<file path="config.mk">
export PLATFORM = sky130hd
export DESIGN_NAME = vmrp_ram
export DESIGN_NICKNAME = d
export VERILOG_FILES = /design/src/design/video_memory_register_port_assert.svh /design/src/design/vmrp_ram.sv
export SDC_FILE = /design/constraint.sdc
export NUM_CORES = 2
export LEC_CHECK = 0
export BUFFER_PORTS_ARGS = -buffer_cell sky130_fd_sc_hd__buf_2
export CAP_MARGIN = 15
export CELL_PAD_IN_SITES_DETAIL_PLACEMENT = 1
export CELL_PAD_IN_SITES_GLOBAL_PLACEMENT = 1
export CORE_ASPECT_RATIO = 1.2
export CORE_MARGIN = 5
export CORE_UTILIZATION = 56
export CTS_CLUSTER_SIZE = 20
export DETAILED_ROUTE_END_ITERATION = 16
export GPL_TIMING_DRIVEN = 0
export HOLD_SLACK_MARGIN = 0.03
export PLACE_DENSITY_LB_ADDON = 0.3
export SYNTH_ARGS = -nofsm -noshare
export SYNTH_HDL_FRONTEND = slang
export SYNTH_SLANG_ARGS = --single-unit
</file>
<file path="constraint.sdc">
create_clock -name clk -period 3.2 [get_ports clk]
set_clock_uncertainty 0.15 [all_clocks]
set_input_delay 0.48 -clock clk [delete_from_list [all_inputs] [get_ports clk]]
set_output_delay 0.48 -clock clk [all_outputs]
set_load 0.005 [all_outputs]
</file>
<file path="src/design/video_memory_register_port_assert.svh">
// Assertion macros used by the video memory register port RTL.
`ifndef VIDEO_MEMORY_REGISTER_PORT_ASSERT_SVH
`define VIDEO_MEMORY_REGISTER_PORT_ASSERT_SVH

// Same-cycle implication, sampled on clk, off while rst_n is low.
`define VMRP_ASSERT_NOW(lbl, ante, cons, msg) \
    lbl: assert property (@(posedge clk) disable iff (!rst_n) (ante) |-> (cons)) \
        else $error(msg);

// Next-cycle implication, sampled on clk, off while rst_n is low.
`define VMRP_ASSERT_NEXT(lbl, ante, cons, msg) \
    lbl: assert property (@(posedge clk) disable iff (!rst_n) (ante) |=> (cons)) \
        else $error(msg);

`endif

</file>
<file path="src/design/vmrp_ram.sv">
// Generic single-port RAM with registered read data.
`default_nettype none

module vmrp_ram #(
    parameter int WIDTH = 8,
    parameter int DEPTH = 256
) (
    input  wire logic                     clk,
    input  wire logic [$clog2(DEPTH)-1:0] addr,
    input  wire logic                     we,
    input  wire logic [WIDTH-1:0]         wdata,
    output logic      [WIDTH-1:0]         rdata
);

    logic [WIDTH-1:0] mem [DEPTH];
    logic [WIDTH-1:0] rdata_reg;

    always_ff @(posedge clk)
    begin
        if (we)
        begin
            mem[addr] <= wdata;
        end
        rdata_reg <= mem[addr];
    end

    assign rdata = rdata_reg;

endmodule

`default_nettype wire

</file>
**Word-level counts from Yosys, hierarchy flattened**

Memory sizes are Yosys's and may differ from the RTL's. A register that Yosys moved wholly into a read port is not among the register bits.
Index checks and enable logic that the tools add are counted.
W data, S select, Z words.

- Multiplexer cells: 2

Operators with widths:

| kind | number |
|---|---|
| $mux W1 | 2 |

- Bits of input ports: 18
- Logic and storage cells: 3
- Memory bits (writable): 2048
- Memories kept: 1
- Output and inout bits: 8
- Bits in registers: 0

Memories:

| memory | depth | bits a word | read ports | clocked after Yosys merged registers in | write ports | RTL line | RTL |
|---|---|---|---|---|---|---|---|
| mem | 256 | 8 | 1 | 1 | 1 | vmrp_ram.sv:15 | `logic [WIDTH-1:0] mem [DEPTH];` |

**Longest topological paths before layout**

- Depth after elaboration: 2
- Mapped depth: 10
- Gate-level depth less buffers: 5

**Least setup slack after synthesis**

Ideal clock, no wire load.

- Path kind: input to register
- Start: input addr[1]
- End: memory mem[111][0], enable pin
- Setup slack: 0.351 ns
- Arrival time: 2.329 ns
- Buffers on the path: 5
- Cell stages on the path: 9
- Required time: 2.680 ns
- Path through: buf_2 clkbuf_1 clkbuf_1 nand2_1 buf_2 nor2_1 nand2_1 clkbuf_1 nor2_1

RTL lines:

| what | RTL line | RTL |
|---|---|---|
| start, declared | vmrp_ram.sv:9 | `input wire logic [$clog2(DEPTH)-1:0] addr,` |
| end, declared | vmrp_ram.sv:15 |  |

No word-level cell before the write port.

==> run_results.csv <==
group,metric,value,unit
finish,most-common-layout-cells,"edfxtp_1, mux4_2, a22oi_1",
placed_design,gp_congestion,0.905,
finish,final_util,0.641,
run_status,status,"complete, but fails checks",
global_routing,antenna_found_initial,7,
timing,slew_headroom,0.136,
synth,synth_top_area_share,0.783,
route,drc,0,
global_routing,grt-ovfl-total,0,
clock_network,path_clk_slew,60,ps
timing,maxSlewViolCount,0,
finish,layout_commonest_cell,"edfxtp_1",
synth,synth_cell_type_count,22,
power,pwr-share-seq,0.533,
placed_design,placedCellCount,5425,
route,first_pass_iters,6,
power,comb_power_share,0.051,
clock_network,clk_path_buf_depth,3,
timing,post-route-period-util,1.05,
synth,syn_inst,3547,
floorplan,start_util,0.564,
job,drv_cap,0,
floorplan,io_pins,26,
global_routing,first_global_vias,41800,
synth,syn_area_per_cell,22.1,sq um
route,antenna_left,0,
clock_network,cts.sinks,2056,
power,switchingPower,12.0,mW
setup_path,crit_top_cell,"buf_2",
timing,rsz0062_at_grt,"yes",
route,routedWlPerCell,38.8,microns
floorplan,die_area,148000,sq um
finish,drive_gt1_frac,0.306,
power,max-vdd-ir-drop,0.000576,V
setup_path,worstReg2RegStart,"mem[199][1]",
floorplan,rows,150,
setup_path,worstReg2RegEnd,"rdata[1]",
setup_path,ff2ff_setup_slack,190,ps
setup_path,startpoint_type,"primary input",
timing,setup_ws,-151,ps
synth,synth_nets,3565,
timing,whs,24.5,ps
clock_network,cts_buffers,192,
setup_path,slowest_delay,690,ps
clock_network,htree_levels,4,
finish,area_growth,13.8,%
clock_network,cts_setup_buffers,0,
hold_path,hold_start,"wdata[3]",
power,p_sw_frac,0.216,
setup_path,cp.required,3600,ps
timing,finalSetupViolCount,266,
timing,worstMarginPinSlew,1300,ps
synth,yosysTopAreaCell,"edfxtp_1",
global_routing,grt_first_pass_wirelength,320,mm
floorplan,die_h,420,microns
synth,synth_area,78500,sq um
synth,ys_ff_latch,2056,
route,wl,225,mm
setup_path,path_class,"primary input to flop",
floorplan,coreArea,139000,sq um
clock_network,root_buffer,"clkbuf_16",
placed_design,io_buffers,21,
run_status,violations,"setup timing",
floorplan,die_w,352,microns
finish,largest_reg_flops,2048,
hold_path,min_to,"mem[148][3]",
timing,period_needed,3350,ps
setup_path,path_max_fanout,10,
route,first_iter_violations,5587,
power,total_leakage_power,27.0,nW
power,power,55.7,mW
setup_path,r2r_cells,5,
placed_design,place_ws,-2440,ps
timing,fmaxAchievable,298,MHz
route,via_per_inst,6.89,
global_routing,track_usage,0.311,
synth,ys_seq_area_frac,0.786,
clock_network,cts_tree,"built",
synth,synth.area.top_cells,"edfxtp_1, mux4_2, a22oi_1",
clock_network,insertion_delay,850,ps
power,intPower,43.7,mW
setup_path,cp_cell_sequence,"buf_2 > buf_2 > clkdlybuf4s18_2 > mux4_2 > a22oi_1 > a21oi_1 > o41ai_4 > nand4_1",
power,p_clk_frac,0.416,
hold_path,min_path_type,"primary input to flop",
hold_path,worstHoldPathCells,1,
global_routing,grt_max_degree,161,
placed_design,dp_hpwl,143,mm
setup_path,end_kind,"flop",
finish,fin_nets,3823,
setup_path,critPathSlowestCell,"o41ai_4",
route,vias,39900,
synth,yosysWarnings,0,
timing,final-hold-violation-count,0,
power,p_per_area,624,nW/um^2
finish,stdcell_count,5785,
setup_path,arrival,3760,ps
## logic make-up (layout without fill, tap and decap cells)
kind of cell | Yosys count | count (layout) | synth area share
compound gates | 416 | 416 | 0.0362
other cells | 0 | 1 | 0
buf+inv | 233 | 646 | 0.0140
simple gates | 330 | 330 | 0.0173
mux | 512 | 512 | 0.147
flops | 2056 | 2056 | 0.786
## timing repair
item                       in CTS  in global routing
hold endpoints to repair       80                  0
pin swaps                       2                  5
resized for setup             384                 85
setup endpoints to repair    1800                790
hold buffers                    4                  0
## how the worst max path moves through the flow
stage / to / from / slack (ps) / cells after the start
after floorplan: mem[111][0] / addr[1] / 350 / 9
after global placement: mem[188][0] / addr[3] / -3160 / 8
after detailed placement: mem[212][0] / addr[3] / -2440 / 8
after CTS: mem[215][3] / addr[0] / -130 / 8
after global routing: mem[96][7] / addr[3] / -60 / 7
final: rdata[7] / addr[1] / -150 / 8
## synthesized netlist by cell type, drive strengths merged
| library cell | instances |
|---|---|
| a21oi | 128 |
| a22oi | 256 |
| and2 | 3 |
| buf | 87 |
| clkbuf | 145 |
| dfxtp | 8 |
| edfxtp | 2048 |
| inv | 1 |
| mux4 | 512 |
| nand2 | 28 |
| nand2b | 6 |
| nand3 | 13 |
| nand4 | 8 |
| nor2 | 232 |
| nor2b | 7 |
| nor3 | 30 |
| o41ai | 32 |
| or2 | 2 |
| or3 | 1 |
## power groups by stage
| stage | clock [mW] | combinational, mW | sequential, mW |
|---|---|---|---|
| after CTS | 23.3 | 2.79 | 29.7 |
| final | 23.2 | 2.85 | 29.7 |
| after detailed placement | 0 | 2.69 | 30.3 |
| after floorplan | 0 | 1.32 | 30.3 |
| after global placement | 0 | 2.54 | 30.4 |
| after global routing | 24.7 | 2.92 | 29.7 |
## worst max-delay path: cells and delay by family
family / cells / cell delay [ps]
buffers and inverters: 3 / 1210
AOI/OAI and AO/OA: 3 / 1210
and+or+nand+nor: 1 / 450
muxes: 1 / 380
## metrics by stage
stage | area (sq um) | setup TNS, ps
global placement | 80900 | -7613790
CTS | 89100 | -7450
floorplan | 78500 | 0
finish | 89300 | -12090
global route | 89300 | -2120
detailed placement | 81400 | -3413930
## layer usage
layer | up-vias | global-route usage | part of all wire
met5 | - | 0 | 0.000053
met4 | 2 | 0.172 | 0.068
met1 | 21100 | 0.397 | 0.35
li1 | 15600 | - | -
met2 | 2536 | 0.499 | 0.49
met3 | 558 | 0.0725 | 0.095
## final cells by class
type / instances / area (sq um)
fillers: 11100 / 49900
multi-input cells: 1258 / 17100
plain buffers: 232 / 1350
flip-flops and latches: 2056 / 61700
clock buffers: 228 / 5030
inverters: 1 / 3.75
clock inverters: 121 / 1280
well taps: 1824 / 2280
diodes: 1 / 2.50
repair buffers: 64 / 661
(Power assumes the default switching activity.)
